--- src/sv/rsd_pkg.sv ---
// ----------------------------------------------------------------------------
// rsd_pkg
// Shared types, codes and constants of the row set stream decoder: result
// kinds, error codes, decode phases and the command and status bundles that
// join the controller to the datapath.
// ----------------------------------------------------------------------------
package rsd_pkg;

   // Sizes
   localparam int ROW_BITS_DEFAULT  = 32;
   localparam int ROW_INDEX_W       = 32;
   localparam int DATA_W            = 8;
   localparam int KIND_W            = 2;
   localparam int ERR_W             = 3;
   localparam int RSP_TDATA_W       = 40;
   localparam int CSR_ADDR_W        = 3;
   localparam int CSR_DATA_W        = 32;
   localparam int REG_IDX_W         = CSR_ADDR_W - 2;

   // Register map
   localparam logic [REG_IDX_W-1:0] REG_ROW_COUNT = '0;

   // LEB128 varint
   localparam int VINT_W       = 64;
   localparam int VINT_GROUP_W = 4;
   localparam logic [VINT_GROUP_W-1:0] VINT_LAST_GROUP   = 4'd9;
   localparam logic [DATA_W-1:0]       VINT_PAYLOAD_MASK = 8'h7F;
   localparam logic [DATA_W-1:0]       VINT_HIGH_MASK    = 8'h7E;
   localparam logic [DATA_W-1:0]       VINT_CONT_MASK    = 8'h80;

   // Record selectors
   localparam logic [DATA_W-1:0] SEL_BITMAP = 8'h00;
   localparam logic [DATA_W-1:0] SEL_LIST   = 8'h01;

   // Bitmap: eight rows per byte
   localparam int BITMAP_BYTE_SHIFT = 3;
   localparam int BITMAP_ROUND      = (1 << BITMAP_BYTE_SHIFT) - 1;

   typedef enum logic [KIND_W-1:0] {
      KIND_ROW  = 2'd0,
      KIND_DONE = 2'd1,
      KIND_ERR  = 2'd2
   } kind_type;

   typedef enum logic [ERR_W-1:0] {
      ERR_TRUNC    = 3'd0,
      ERR_SELECTOR = 3'd1,
      ERR_RANGE    = 3'd2,
      ERR_COUNT    = 3'd3,
      ERR_ORDER    = 3'd4,
      ERR_OVERFLOW = 3'd5
   } err_type;

   // Record decode phase, one-hot
   typedef enum logic [4:0] {
      PH_START   = 5'b00001,
      PH_BITMAP  = 5'b00010,
      PH_COUNT   = 5'b00100,
      PH_DELTA   = 5'b01000,
      PH_BETWEEN = 5'b10000
   } phase_type;

   typedef enum logic [1:0] {
      VINT_MORE = 2'd0,
      VINT_DONE = 2'd1,
      VINT_OVF  = 2'd2
   } vint_type;

   typedef enum logic [1:0] {
      ROW_SEL_NONE  = 2'd0,
      ROW_SEL_SCAN  = 2'd1,
      ROW_SEL_DELTA = 2'd2
   } row_sel_type;

   // Controller to datapath
   typedef struct packed {
      logic        load_in;
      logic        eob_clear;
      logic        start_bitmap;
      logic        start_count;
      logic        set_between;
      logic        set_hold;
      logic        bitmap_byte;
      logic        feed;
      logic        take_count;
      logic        calc_room;
      logic        take_delta;
      logic        scan_pop;
      logic        pend_load;
      kind_type    pend_kind;
      err_type     pend_err;
      row_sel_type pend_row_sel;
      logic        pend_last;
      logic        emit;
   } rsd_cmd_type;

   // Datapath to controller
   typedef struct packed {
      logic      action;
      logic      sel_bitmap;
      logic      sel_list;
      phase_type phase;
      logic      hold;
      logic      rows_zero;
      vint_type  vint;
      logic      count_too_large;
      logic      acc_zero;
      logic      delta_range;
      logic      pos_zero;
      logic      list_ends;
      logic      mask_empty;
      logic      bit_range;
      logic      mask_rest_empty;
      logic      fin;
      logic      pend_last;
      logic      out_free;
   } rsd_status_type;

endpackage

--- src/sv/rsd_csr.sv ---
// ----------------------------------------------------------------------------
// rsd_csr
// APB-style register port holding the configured row count.
// ----------------------------------------------------------------------------
module rsd_csr #(
   parameter int ROW_BITS = rsd_pkg::ROW_BITS_DEFAULT
) (
   input  logic                           clock,
   input  logic                           reset,
   input  logic                           csr_psel,
   input  logic                           csr_penable,
   input  logic                           csr_pwrite,
   input  logic [rsd_pkg::CSR_ADDR_W-1:0] csr_paddr,
   input  logic [rsd_pkg::CSR_DATA_W-1:0] csr_pwdata,
   output logic [rsd_pkg::CSR_DATA_W-1:0] csr_prdata,
   output logic                           csr_pready,
   output logic [ROW_BITS-1:0]            row_count
);
   import rsd_pkg::*;

   logic [ROW_BITS-1:0]  row_count_ff;
   logic [ROW_BITS-1:0]  row_count_in;
   logic [REG_IDX_W-1:0] reg_idx;
   logic                 hit_row_count;
   logic                 write_en;

   // Decode the word address
   assign reg_idx       = csr_paddr[CSR_ADDR_W-1:2];
   assign hit_row_count = (reg_idx == REG_ROW_COUNT);
   assign csr_pready    = 1'b1;
   assign write_en      = csr_psel & csr_penable & csr_pwrite & csr_pready;

   // Keep only the low row bits
   always_comb begin
      row_count_in = row_count_ff;
      if (write_en && hit_row_count) begin
         row_count_in = csr_pwdata[ROW_BITS-1:0];
      end
   end

   always_ff @(posedge clock) begin
      if (reset) begin
         row_count_ff <= '0;
      end else begin
         row_count_ff <= row_count_in;
      end
   end

   assign csr_prdata = hit_row_count ? CSR_DATA_W'(row_count_ff) : '0;
   assign row_count  = row_count_ff;

endmodule

--- src/sv/rsd_ctrl.sv ---
// ----------------------------------------------------------------------------
// rsd_ctrl
// Sequencer of the row set decoder: takes one beat, steps it through the
// decode checks and hands each result to the output register in order.
// ----------------------------------------------------------------------------
module rsd_ctrl (
   input  logic                    clock,
   input  logic                    reset,
   input  logic                    req_tvalid,
   output logic                    req_tready,
   input  rsd_pkg::rsd_status_type st,
   output rsd_pkg::rsd_cmd_type    cmd
);
   import rsd_pkg::*;

   typedef enum logic [6:0] {
      ST_IDLE   = 7'b0000001,
      ST_DECODE = 7'b0000010,
      ST_VARINT = 7'b0000100,
      ST_DELTA  = 7'b0001000,
      ST_SCAN   = 7'b0010000,
      ST_FINISH = 7'b0100000,
      ST_EMIT   = 7'b1000000
   } ctrl_state_type;

   ctrl_state_type state_ff;
   ctrl_state_type state_in;

   assign req_tready = (state_ff == ST_IDLE);

   always_comb begin
      cmd      = '0;
      state_in = state_ff;
      unique case (state_ff)
         // Wait for the next beat
         ST_IDLE: begin
            if (req_tvalid) begin
               cmd.load_in = 1'b1;
               state_in    = ST_DECODE;
            end
         end
         // Dispatch on end of buffer, error hold and phase
         ST_DECODE: begin
            if (st.action) begin
               cmd.eob_clear = 1'b1;
               if (!st.hold && st.phase != PH_BETWEEN) begin
                  cmd.pend_load = 1'b1;
                  cmd.pend_kind = KIND_ERR;
                  cmd.pend_err  = ERR_TRUNC;
                  cmd.pend_last = 1'b1;
                  state_in      = ST_EMIT;
               end else begin
                  state_in = ST_IDLE;
               end
            end else if (st.hold) begin
               state_in = ST_IDLE;
            end else if (st.phase == PH_START || st.phase == PH_BETWEEN) begin
               if (st.sel_bitmap) begin
                  cmd.start_bitmap = 1'b1;
                  if (st.rows_zero) begin
                     cmd.set_between = 1'b1;
                     cmd.pend_load   = 1'b1;
                     cmd.pend_kind   = KIND_DONE;
                     cmd.pend_last   = 1'b1;
                     state_in        = ST_EMIT;
                  end else begin
                     state_in = ST_IDLE;
                  end
               end else if (st.sel_list) begin
                  cmd.start_count = 1'b1;
                  state_in        = ST_IDLE;
               end else begin
                  cmd.set_hold  = 1'b1;
                  cmd.pend_load = 1'b1;
                  cmd.pend_kind = KIND_ERR;
                  cmd.pend_err  = ERR_SELECTOR;
                  cmd.pend_last = 1'b1;
                  state_in      = ST_EMIT;
               end
            end else if (st.phase == PH_BITMAP) begin
               cmd.bitmap_byte = 1'b1;
               state_in        = ST_SCAN;
            end else begin
               cmd.feed = 1'b1;
               state_in = ST_VARINT;
            end
         end
         // Act on a finished or overflowed varint
         ST_VARINT: begin
            if (st.vint == VINT_OVF) begin
               cmd.set_hold  = 1'b1;
               cmd.pend_load = 1'b1;
               cmd.pend_kind = KIND_ERR;
               cmd.pend_err  = ERR_OVERFLOW;
               cmd.pend_last = 1'b1;
               state_in      = ST_EMIT;
            end else if (st.vint != VINT_DONE) begin
               state_in = ST_IDLE;
            end else if (st.phase == PH_COUNT) begin
               if (st.count_too_large) begin
                  cmd.set_hold  = 1'b1;
                  cmd.pend_load = 1'b1;
                  cmd.pend_kind = KIND_ERR;
                  cmd.pend_err  = ERR_COUNT;
                  cmd.pend_last = 1'b1;
                  state_in      = ST_EMIT;
               end else begin
                  cmd.take_count = 1'b1;
                  if (st.acc_zero) begin
                     cmd.set_between = 1'b1;
                     cmd.pend_load   = 1'b1;
                     cmd.pend_kind   = KIND_DONE;
                     cmd.pend_last   = 1'b1;
                     state_in        = ST_EMIT;
                  end else begin
                     state_in = ST_IDLE;
                  end
               end
            end else begin
               cmd.calc_room = 1'b1;
               state_in      = ST_DELTA;
            end
         end
         // Check the delta, then emit its row or a range or order error
         ST_DELTA: begin
            if (st.delta_range) begin
               cmd.set_hold  = 1'b1;
               cmd.pend_load = 1'b1;
               cmd.pend_kind = KIND_ERR;
               cmd.pend_err  = ERR_RANGE;
               cmd.pend_last = 1'b1;
            end else if (!st.pos_zero && st.acc_zero) begin
               cmd.set_hold  = 1'b1;
               cmd.pend_load = 1'b1;
               cmd.pend_kind = KIND_ERR;
               cmd.pend_err  = ERR_ORDER;
               cmd.pend_last = 1'b1;
            end else begin
               cmd.take_delta   = 1'b1;
               cmd.pend_load    = 1'b1;
               cmd.pend_kind    = KIND_ROW;
               cmd.pend_row_sel = ROW_SEL_DELTA;
               cmd.pend_last    = !st.list_ends;
            end
            state_in = ST_EMIT;
         end
         // Walk the set bits of a bitmap byte, lowest first
         ST_SCAN: begin
            if (st.mask_empty) begin
               if (st.fin) begin
                  cmd.set_between = 1'b1;
                  cmd.pend_load   = 1'b1;
                  cmd.pend_kind   = KIND_DONE;
                  cmd.pend_last   = 1'b1;
                  state_in        = ST_EMIT;
               end else begin
                  state_in = ST_IDLE;
               end
            end else if (st.bit_range) begin
               cmd.set_hold  = 1'b1;
               cmd.pend_load = 1'b1;
               cmd.pend_kind = KIND_ERR;
               cmd.pend_err  = ERR_RANGE;
               cmd.pend_last = 1'b1;
               state_in      = ST_EMIT;
            end else begin
               cmd.scan_pop     = 1'b1;
               cmd.pend_load    = 1'b1;
               cmd.pend_kind    = KIND_ROW;
               cmd.pend_row_sel = ROW_SEL_SCAN;
               cmd.pend_last    = st.mask_rest_empty && !st.fin;
               state_in         = ST_EMIT;
            end
         end
         // Close a list record after its last row
         ST_FINISH: begin
            cmd.set_between = 1'b1;
            cmd.pend_load   = 1'b1;
            cmd.pend_kind   = KIND_DONE;
            cmd.pend_last   = 1'b1;
            state_in        = ST_EMIT;
         end
         // Move the pending result into the output register
         ST_EMIT: begin
            if (st.out_free) begin
               cmd.emit = 1'b1;
               if (st.pend_last) begin
                  state_in = ST_IDLE;
               end else if (st.phase == PH_BITMAP) begin
                  state_in = ST_SCAN;
               end else begin
                  state_in = ST_FINISH;
               end
            end
         end
         default: begin
            state_in = ST_IDLE;
         end
      endcase
   end

   always_ff @(posedge clock) begin
      if (reset) begin
         state_ff <= ST_IDLE;
      end else begin
         state_ff <= state_in;
      end
   end

endmodule

--- src/sv/rsd_datapath.sv ---
// ----------------------------------------------------------------------------
// rsd_datapath
// Decode state of the row set decoder: varint accumulator, list counters,
// bitmap byte walker, range checks, pending result and output register.
// ----------------------------------------------------------------------------
module rsd_datapath #(
   parameter int ROW_BITS = rsd_pkg::ROW_BITS_DEFAULT
) (
   input  logic                            clock,
   input  logic                            reset,
   input  rsd_pkg::rsd_cmd_type            cmd,
   output rsd_pkg::rsd_status_type         st,
   input  logic [ROW_BITS-1:0]             row_count,
   input  logic [rsd_pkg::DATA_W-1:0]      req_tdata,
   input  logic                            req_tuser,
   output logic                            rsp_tvalid,
   input  logic                            rsp_tready,
   output logic [rsd_pkg::RSP_TDATA_W-1:0] rsp_tdata,
   output logic [rsd_pkg::KIND_W-1:0]      rsp_tuser,
   output logic                            rsp_tlast
);
   import rsd_pkg::*;

   localparam int IDX_W = ROW_BITS - BITMAP_BYTE_SHIFT;

   // Input beat
   logic              in_action_ff;
   logic [DATA_W-1:0] in_byte_ff;

   // Record state
   phase_type phase_ff, phase_in;
   logic      hold_ff, hold_in;

   // Varint
   logic [VINT_W-1:0]       acc_ff;
   logic [VINT_GROUP_W-1:0] group_ff;
   vint_type                vint_ff;
   logic [6:0]              vint_shift;
   logic [VINT_W-1:0]       vint_bits;
   logic                    vint_ovf;
   logic                    vint_cont;
   logic                    vint_clear;

   // List
   logic [ROW_BITS-1:0] list_count_ff;
   logic [ROW_BITS-1:0] list_pos_ff;
   logic [ROW_BITS-1:0] prev_row_ff;
   logic                list_ends_ff;
   logic [ROW_BITS:0]   pos_next;
   logic [ROW_BITS:0]   room_ff;
   logic [ROW_BITS:0]   room_in;
   logic [ROW_BITS:0]   rc_ext;
   logic [VINT_W-1:0]   room_wide;
   logic [ROW_BITS-1:0] acc_lo;
   logic [ROW_BITS-1:0] delta_row;
   logic                pos_zero;

   // Bitmap
   logic [IDX_W-1:0]          byte_index_ff;
   logic [IDX_W-1:0]          base_ff;
   logic [DATA_W-1:0]         mask_ff;
   logic                      fin_ff;
   logic [ROW_BITS:0]         nbytes_sum;
   logic [IDX_W:0]            nbytes;
   logic [IDX_W:0]            idx_next;
   logic [DATA_W-1:0]         low_onehot;
   logic [DATA_W-1:0]         mask_rest;
   logic [BITMAP_BYTE_SHIFT-1:0] bit_pos;
   logic [ROW_BITS-1:0]       scan_row;

   // Pending result and output register
   kind_type            pend_kind_ff;
   err_type             pend_err_ff;
   logic [ROW_BITS-1:0] pend_row_ff;
   logic [ROW_BITS-1:0] pend_row_in;
   logic                pend_last_ff;
   logic                rsp_valid_ff;
   kind_type            rsp_kind_ff;
   err_type             rsp_err_ff;
   logic [ROW_INDEX_W-1:0] rsp_row_ff;
   logic                rsp_last_ff;

   // Varint group: OR seven payload bits in at 7 * group
   assign vint_shift = {group_ff, 3'b000} - {3'b000, group_ff};
   assign vint_bits  = VINT_W'(in_byte_ff & VINT_PAYLOAD_MASK) << vint_shift;
   assign vint_cont  = (in_byte_ff & VINT_CONT_MASK) != '0;
   assign vint_ovf   = (group_ff == VINT_LAST_GROUP) &&
                       ((in_byte_ff & (VINT_HIGH_MASK | VINT_CONT_MASK)) != '0);
   assign vint_clear = cmd.eob_clear | cmd.start_count | cmd.take_count | cmd.take_delta;

   // List checks
   assign rc_ext    = {1'b0, row_count};
   assign acc_lo    = acc_ff[ROW_BITS-1:0];
   assign pos_zero  = (list_pos_ff == '0);
   assign pos_next  = {1'b0, list_pos_ff} + (ROW_BITS+1)'(1);
   assign room_in   = pos_zero ? rc_ext : rc_ext - {1'b0, prev_row_ff};
   // Room as a 64-bit difference: sign-extend the narrow one
   assign room_wide = {{(VINT_W-ROW_BITS-1){room_ff[ROW_BITS]}}, room_ff};
   assign delta_row = pos_zero ? acc_lo : prev_row_ff + acc_lo;

   // Bitmap byte count and lowest set bit
   assign nbytes_sum = rc_ext + (ROW_BITS+1)'(BITMAP_ROUND);
   assign nbytes     = nbytes_sum[ROW_BITS:BITMAP_BYTE_SHIFT];
   assign idx_next   = {1'b0, byte_index_ff} + (IDX_W+1)'(1);
   assign low_onehot = mask_ff & (~mask_ff + DATA_W'(1));
   assign mask_rest  = mask_ff & ~low_onehot;
   assign scan_row   = {base_ff, bit_pos};

   always_comb begin
      bit_pos = '0;
      for (int i = 0; i < DATA_W; i++) begin
         if (low_onehot[i]) begin
            bit_pos = BITMAP_BYTE_SHIFT'(i);
         end
      end
   end

   // Phase and error hold
   always_comb begin
      phase_in = phase_ff;
      priority if (cmd.eob_clear) begin
         phase_in = PH_START;
      end else if (cmd.set_between) begin
         phase_in = PH_BETWEEN;
      end else if (cmd.start_bitmap) begin
         phase_in = PH_BITMAP;
      end else if (cmd.start_count) begin
         phase_in = PH_COUNT;
      end else if (cmd.take_count) begin
         phase_in = PH_DELTA;
      end else begin
         phase_in = phase_ff;
      end
      hold_in = hold_ff;
      if (cmd.eob_clear) begin
         hold_in = 1'b0;
      end else if (cmd.set_hold) begin
         hold_in = 1'b1;
      end
   end

   always_comb begin
      unique case (cmd.pend_row_sel)
         ROW_SEL_SCAN:  pend_row_in = scan_row;
         ROW_SEL_DELTA: pend_row_in = delta_row;
         default:       pend_row_in = '0;
      endcase
   end

   // Control state
   always_ff @(posedge clock) begin
      if (reset) begin
         phase_ff     <= PH_START;
         hold_ff      <= 1'b0;
         rsp_valid_ff <= 1'b0;
      end else begin
         phase_ff <= phase_in;
         hold_ff  <= hold_in;
         if (cmd.emit) begin
            rsp_valid_ff <= 1'b1;
         end else if (rsp_tready) begin
            rsp_valid_ff <= 1'b0;
         end
      end
   end

   // Payload state
   always_ff @(posedge clock) begin
      if (cmd.load_in) begin
         in_action_ff <= req_tuser;
         in_byte_ff   <= req_tdata;
      end
      // Varint accumulate or restart
      if (vint_clear) begin
         acc_ff   <= '0;
         group_ff <= '0;
      end else if (cmd.feed) begin
         if (!vint_ovf) begin
            acc_ff <= acc_ff | vint_bits;
            if (vint_cont) begin
               group_ff <= group_ff + VINT_GROUP_W'(1);
            end
         end
      end
      if (cmd.feed) begin
         vint_ff      <= vint_ovf ? VINT_OVF : (vint_cont ? VINT_MORE : VINT_DONE);
         list_ends_ff <= (pos_next >= {1'b0, list_count_ff});
      end
      // List counters
      if (cmd.eob_clear) begin
         list_count_ff <= '0;
         list_pos_ff   <= '0;
         prev_row_ff   <= '0;
      end else if (cmd.take_count) begin
         list_count_ff <= acc_lo;
         list_pos_ff   <= '0;
         prev_row_ff   <= '0;
      end else if (cmd.take_delta) begin
         list_pos_ff <= pos_next[ROW_BITS-1:0];
         prev_row_ff <= delta_row;
      end
      if (cmd.calc_room) begin
         room_ff <= room_in;
      end
      // Bitmap walker
      if (cmd.eob_clear || cmd.start_bitmap) begin
         byte_index_ff <= '0;
      end else if (cmd.bitmap_byte) begin
         byte_index_ff <= idx_next[IDX_W-1:0];
      end
      if (cmd.bitmap_byte) begin
         base_ff <= byte_index_ff;
         mask_ff <= in_byte_ff;
         fin_ff  <= (idx_next >= nbytes);
      end else if (cmd.scan_pop) begin
         mask_ff <= mask_rest;
      end
      // Pending result
      if (cmd.pend_load) begin
         pend_kind_ff <= cmd.pend_kind;
         pend_err_ff  <= (cmd.pend_kind == KIND_ERR) ? cmd.pend_err : ERR_TRUNC;
         pend_row_ff  <= pend_row_in;
         pend_last_ff <= cmd.pend_last;
      end
      // Output register
      if (cmd.emit) begin
         rsp_kind_ff <= pend_kind_ff;
         rsp_err_ff  <= pend_err_ff;
         rsp_row_ff  <= ROW_INDEX_W'(pend_row_ff);
         rsp_last_ff <= pend_last_ff;
      end
   end

   // Status back to the controller
   always_comb begin
      st                 = '0;
      st.action          = in_action_ff;
      st.sel_bitmap      = (in_byte_ff == SEL_BITMAP);
      st.sel_list        = (in_byte_ff == SEL_LIST);
      st.phase           = phase_ff;
      st.hold            = hold_ff;
      st.rows_zero       = (row_count == '0);
      st.vint            = vint_ff;
      st.count_too_large = (acc_ff[VINT_W-1:ROW_BITS] != '0) || (acc_lo > row_count);
      st.acc_zero        = (acc_ff == '0);
      st.delta_range     = (acc_ff >= room_wide);
      st.pos_zero        = pos_zero;
      st.list_ends       = list_ends_ff;
      st.mask_empty      = (mask_ff == '0);
      st.bit_range       = (scan_row >= row_count);
      st.mask_rest_empty = (mask_rest == '0);
      st.fin             = fin_ff;
      st.pend_last       = pend_last_ff;
      st.out_free        = !rsp_valid_ff || rsp_tready;
   end

   assign rsp_tvalid = rsp_valid_ff;
   assign rsp_tdata  = RSP_TDATA_W'({rsp_err_ff, rsp_row_ff});
   assign rsp_tuser  = rsp_kind_ff;
   assign rsp_tlast  = rsp_last_ff;

endmodule

--- src/sv/rowset_stream_decoder.sv ---
// ----------------------------------------------------------------------------
// rowset_stream_decoder
// Row set decoder: bitmap or LEB128 delta list records, one byte per beat.
// ----------------------------------------------------------------------------
// Takes one encoded byte (tuser low) or an end-of-buffer mark (tuser high) per
// input beat and emits row indices, a record-complete mark and error codes,
// with tlast on the final result of each input beat. The beat is processed by
// a sequencer; one beat is in flight at a time. Each beat is registered, then
// dispatched: a count or delta byte goes on through the varint step, a final
// delta byte also through the delta check, and a bitmap byte is walked one set
// bit at a time, lowest first. Each result passes through an emit step; the
// last bitmap byte and the last delta of a list also yield the record-complete
// mark. Every result waits in a pending register and moves into the output
// register when that slot is free, so stalls on the result side hold the
// sequencer. Row count is set through the register port at offset 0 and must
// not change while a beat is in work.
// ----------------------------------------------------------------------------
module rowset_stream_decoder #(
   parameter int ROW_BITS = rsd_pkg::ROW_BITS_DEFAULT
) (
   input  logic                            clock,
   input  logic                            reset,
   // Encoded input
   input  logic                            req_tvalid,
   output logic                            req_tready,
   input  logic [rsd_pkg::DATA_W-1:0]      req_tdata,   // [7:0] data_byte
   input  logic                            req_tuser,   // [0] action
   // Results
   output logic                            rsp_tvalid,
   input  logic                            rsp_tready,
   output logic [rsd_pkg::RSP_TDATA_W-1:0] rsp_tdata,   // [31:0] row_index, [34:32] error_code
   output logic [rsd_pkg::KIND_W-1:0]      rsp_tuser,   // [1:0] kind
   output logic                            rsp_tlast,
   // Register port
   input  logic                            csr_psel,
   input  logic                            csr_penable,
   input  logic                            csr_pwrite,
   input  logic [rsd_pkg::CSR_ADDR_W-1:0]  csr_paddr,
   input  logic [rsd_pkg::CSR_DATA_W-1:0]  csr_pwdata,
   output logic [rsd_pkg::CSR_DATA_W-1:0]  csr_prdata,
   output logic                            csr_pready
);
   import rsd_pkg::*;

   logic [ROW_BITS-1:0] row_count;
   rsd_cmd_type         cmd;
   rsd_status_type      st;

   rsd_csr #(
      .ROW_BITS (ROW_BITS)
   ) u_csr (
      .clock       (clock),
      .reset       (reset),
      .csr_psel    (csr_psel),
      .csr_penable (csr_penable),
      .csr_pwrite  (csr_pwrite),
      .csr_paddr   (csr_paddr),
      .csr_pwdata  (csr_pwdata),
      .csr_prdata  (csr_prdata),
      .csr_pready  (csr_pready),
      .row_count   (row_count)
   );

   rsd_ctrl u_ctrl (
      .clock      (clock),
      .reset      (reset),
      .req_tvalid (req_tvalid),
      .req_tready (req_tready),
      .st         (st),
      .cmd        (cmd)
   );

   rsd_datapath #(
      .ROW_BITS (ROW_BITS)
   ) u_datapath (
      .clock      (clock),
      .reset      (reset),
      .cmd        (cmd),
      .st         (st),
      .row_count  (row_count),
      .req_tdata  (req_tdata),
      .req_tuser  (req_tuser),
      .rsp_tvalid (rsp_tvalid),
      .rsp_tready (rsp_tready),
      .rsp_tdata  (rsp_tdata),
      .rsp_tuser  (rsp_tuser),
      .rsp_tlast  (rsp_tlast)
   );

endmodule
--- config.mk ---
export PLATFORM = sky130hd
export DESIGN_NAME = rowset_stream_decoder
export DESIGN_NICKNAME = d
export VERILOG_FILES = /design/src/sv/rsd_pkg.sv /design/src/sv/rsd_csr.sv /design/src/sv/rsd_ctrl.sv /design/src/sv/rsd_datapath.sv /design/src/sv/rowset_stream_decoder.sv
export SDC_FILE = /design/constraint.sdc
export NUM_CORES = 1
export LEC_CHECK = 0
export ABC_AREA = 1
export BUFFER_PORTS_ARGS = -buffer_cell sky130_fd_sc_hd__buf_2
export CAP_MARGIN = 30
export CORE_ASPECT_RATIO = 1.75
export CORE_MARGIN = 2
export CORE_UTILIZATION = 40
export CTS_CLUSTER_DIAMETER = 80
export DETAILED_ROUTE_END_ITERATION = 10
export GPL_ROUTABILITY_DRIVEN = 0
export PLACE_DENSITY_LB_ADDON = 0.15
export SLEW_MARGIN = 20
export SYNTH_ARGS = -nofsm -noshare
export SYNTH_HDL_FRONTEND = slang
export SYNTH_SLANG_ARGS = --single-unit
--- constraint.sdc ---
create_clock -name clock -period 4.5 [get_ports clock]
set_input_delay 0.225 -clock clock [delete_from_list [all_inputs] [get_ports clock]]
set_output_delay 0.225 -clock clock [all_outputs]
set_load 0.1 [all_outputs]
==> flow_summary.yaml <==
status:
  run_status: "finished clean"
synthesis:
  synth_warnings: 0
  synth_adder_area_share_pct: 12.5
  synth_xor_area_share_pct: 3.16
  synth_top_family_by_area: "simple AND/OR/NAND/NOR gates"
  synth_cell_types: 56
  synthMuxAreaShare_pct: 0.0753
  syn_area_per_cell_um2: 7.31
  synthCells: 3638
  synth-compound-area-share_pct: 14.1
  synth-simple-area-share_pct: 26.5
  ys.flop_type: "dfxtp_1"
  syn_area_um2: 26600
  ys_seq_elements: 398
  synth_seq_area_share_pct: 35.9
  synth_edf_count: 159
  synthArstFlopShare_pct: 0
sta:
  final_max_slew_viol_count: 0
  hold_ws_ps: 351
  setup_viol: 0
  clock_skew_ps: 18.1
  fin_crit_ps: 3960
  hold_viol: 0
  finalSetupTns_ps: 0
  fmax_mhz: 253
  slew_headroom_pct: 25.4
  finalCritPeriodShare_pct: 88.0
  rsz0062_at_grt: "no"
  worst_pin_slew_ps: 1110
worst_setup_path:
  regToRegStartpoint: "u_datapath.mask_ff[0]"
  crit_slowest_cell: "ha_1"
  worstPathMaxFanout: 17
  cp.arrival_ps: 4420
  ff2ff_setup_slack_ps: 540
  regToRegEndpoint: "u_datapath.pend_row_ff[24]"
  startpoint_type: "register"
  end_kind: "register"
  cp_data_required_time_ps: 4960
  worstPathCellList: "nor2_1, nand2_1, nor2_1, nand2_1, nor2_1, a21oi_1, nand2_1, ha_1, a21oi_1, o21ai_0, nand2_1, nand2_1, nand2_1, nand2_1, nand2_1, nand3_1, nor3_1, ha_1, buf_4, nand2_1, a21oi_1"
  timing_worst_setup_path_type: "register to register"
  crit_buf_inv: 1
  ff2ff_path_depth: 21
  crit_top_cell: "nand2_1"
  critPathMaxStageDelay_ps: 630
  path_delay_family: "simple AND/OR/NAND/NOR gates"
power_and_ir_drop:
  netSwitchingFraction_pct: 36.6
  powerDensity_nw_per_um2: 375
  p_int_mw: 7.22
  ir_drop_mv: 0.277
  p_clk_share_pct: 32.7
  power.leakage_nw: 14.0
  p_sw_mw: 4.18
  pwr-share-comb_pct: 28.7
  seq_power_share_pct: 38.6
clock_tree:
  cts.htree.levels: 2
  cts_tree: "built"
  cts_buffer_depth: 3
  worst_skew_pair.late_latency_ps: 610
  cts_buffers: 43
  cts-resized-gates: 0
  cts.sinks: 398
  cts_root_buf: "clkbuf_16"
  cts.reportedPaths.clkPinSlew_ps: 70
min_path:
  whs_path_depth: 2
  worstHoldPathType: "input port to register"
  holdPathEnd: "u_datapath.in_byte_ff[0]"
  hp-start: "req_tdata[0]"
drt:
  drt-total-wl_mm: 101
  drtAntennaViolNets: 0
  drtPass1Iterations: 8
  drt-initial-drc-count: 1630
  wl_per_cell_um: 21.2
  via_per_inst: 5.32
  drt_drc_violations_left: 0
  vias: 25300
flow_run:
  cap_violations: 0
die:
  start_util_pct: 40.2
  pin_count: 129
  rows: 125
  design.die.area_um2: 68600
  die_h_um: 345
  dieWidth_um: 199
  core-area_um2: 66200
global_routing:
  overflow: 0
  grt_pass1_vias: 24900
  grt_max_degree: 75
  antenna_found_initial: 0
  grt_use_total_pct: 29.2
  grt_pass1_wl_mm: 148
cells_and_area:
  fin_nets: 4138
  drive_above_1_share_pct: 8.22
  nFillCells: 6764
  syn2layout_area_growth_pct: 14.2
  diodes: 0
placement:
  hpwl_mm: 80.9
  port_buffers: 120
-- cell usage after synthesis (3+ instances only) --
| cell type | number | area (um^2) |
|---|---|---|
| a211oi_1 | 6 | 45.0 |
| a21boi_0 | 4 | 30.0 |
| a21o_1 | 13 | 97.6 |
| a21oi_1 | 350 | 1750 |
| a31oi_1 | 6 | 37.5 |
| and3_1 | 3 | 18.8 |
| buf_1 | 3 | 11.3 |
| buf_2 | 24 | 120 |
| buf_4 | 10 | 75.1 |
| buf_6 | 3 | 33.8 |
| clkbuf_1 | 60 | 225 |
| dfxtp_1 | 239 | 4780 |
| edfxtp_1 | 159 | 4770 |
| ha_1 | 262 | 3280 |
| inv_1 | 418 | 1570 |
| inv_2 | 4 | 15.0 |
| nand2_1 | 770 | 2890 |
| nand2_2 | 9 | 56.3 |
| nand3_1 | 137 | 686 |
| nand3_2 | 5 | 50.1 |
| nand3b_1 | 8 | 60.1 |
| nand4_1 | 81 | 507 |
| nor2_1 | 467 | 1750 |
| nor2_2 | 8 | 50.1 |
| nor2_4 | 4 | 45.0 |
| nor3_1 | 66 | 330 |
| nor4_1 | 52 | 325 |
| o211ai_1 | 7 | 52.6 |
| o21a_1 | 14 | 105 |
| o21ai_0 | 286 | 1430 |
| o21ai_1 | 4 | 20.0 |
| o21bai_1 | 15 | 113 |
| o31ai_1 | 3 | 22.5 |
| or2_2 | 13 | 81.3 |
| xnor2_1 | 16 | 140 |
| xor2_1 | 80 | 701 |
-- cells by family after synthesis --
group | count (synthesis)
AO/OA/AOI/OAI | 713
XOR/XNOR | 96
adder cells (fa/ha/maj) | 264
buffers and inverters | 524
flip-flops | 398
multiplexers | 2
other | 2
AND/OR/NAND/NOR | 1639
-- layer usage --
metal	vias up	routed length, um	global-route usage, %
met5	-	0	0
met4	0	10700	25.9
met3	325	3780	3.40
met2	722	52200	53.9
met1	11600	34200	28.0
li1	12600	-	-
-- registers in the layout, summed over array words and instances (netlist names), 5 cells and up --
signal / flops
u_csr.row_count: 32
u_ctrl.state_ff: 7
u_datapath.acc_ff: 64
u_datapath.base_ff: 29
u_datapath.byte_index_ff: 29
u_datapath.in_byte_ff: 8
u_datapath.list_count_ff: 32
u_datapath.list_pos_ff: 32
u_datapath.mask_ff: 8
u_datapath.pend_row_ff: 32
u_datapath.phase_ff: 5
u_datapath.prev_row_ff: 32
u_datapath.room_ff: 33
u_datapath.rsp_row_ff: 32
-- power groups by stage --
stage	Combinational, mW	Clock, mW	Sequential, mW
6_report	3.28	3.73	4.40
5_1_grt	3.63	3.91	4.43
4_1_cts	3.24	3.79	4.39
3_5_place_dp	3.19	0	4.47
3_3_place_gp	3.17	0	4.47
2_1_floorplan	2.23	0	4.37
-- cell type report --
type,instances,area (um^2),share of cell area (%)
Multi-Input combinational cell,2720,15000,49.5
Sequential cell,398,9560,31.5
Timing Repair Buffer,236,1630,5.37
Inverter,424,1590,5.24
Clock buffer,57,1230,4.06
Tap cell,889,1110,3.66
Clock inverter,22,214,0.705
-- through the flow --
stage | cell area, um^2 | utilization, % | cells | worst slack, ps | power [mW]
5_1_grt | 30400 | 45.9 | 4746 | 24.4 | 12.0
3_3_place_gp | 28400 | 42.9 | 4618 | 664 | 7.63
2_1_floorplan | 26600 | - | 3642 | 1170 | 6.60
3_5_place_dp | 28500 | 43.0 | 4621 | 597 | 7.66
4_1_cts | 30400 | 45.9 | 4745 | 568 | 11.4
6_report | 30400 | 45.9 | 4746 | 540 | 11.4
-- how the worst max path moves through the flow --
stage / depth (start not counted) / end / startpoint
floorplan: 5 / u_datapath.in_action_ff / u_ctrl.state_ff[5]
global placement: 20 / u_datapath.fin_ff / u_csr.row_count[0]
detailed placement: 21 / u_datapath.pend_row_ff[24] / u_datapath.mask_ff[0]
CTS: 21 / u_datapath.pend_row_ff[24] / u_datapath.mask_ff[0]
global route: 21 / u_datapath.pend_row_ff[24] / u_datapath.mask_ff[0]
finish: 21 / u_datapath.pend_row_ff[24] / u_datapath.mask_ff[0]
-- layout by cell type (no fill, tap or decap), drive strengths merged, types with 58 or more instances in the layout --
cell | netlist | final
a21oi | 350 | 350
buf | 40 | 190
clkbuf | 60 | 58
dfxtp | 239 | 239
edfxtp | 159 | 159
ha | 262 | 262
inv | 422 | 424
nand2 | 780 | 780
nand3 | 142 | 142
nand4 | 83 | 83
nor2 | 481 | 481
nor3 | 69 | 69
o21ai | 290 | 290
xor2 | 80 | 80
-- worst register-to-register path: stages (launching register included) --
cell      delay, ps
edfxtp_1        430
nor2_1          230
nand2_1         130
nor2_1          160
nand2_1         130
nor2_1          100
a21oi_1          80
nand2_1         110
ha_1            240
a21oi_1         150
o21ai_0          90
nand2_1          60
nand2_1          50
nand2_1          60
nand2_1          40
nand2_1          50
nand3_1         160
nor3_1          310
ha_1            630
buf_4           330
nand2_1          90
a21oi_1         160
-- what timing repair did --
| action | in CTS | in global routing |
|---|---|---|
| hold buffers | 45 | 0 |
| buffers inserted | 0 | 0 |
| hold endpoints to repair | 48 | 0 |
Power figures use the tool's default switching activity.
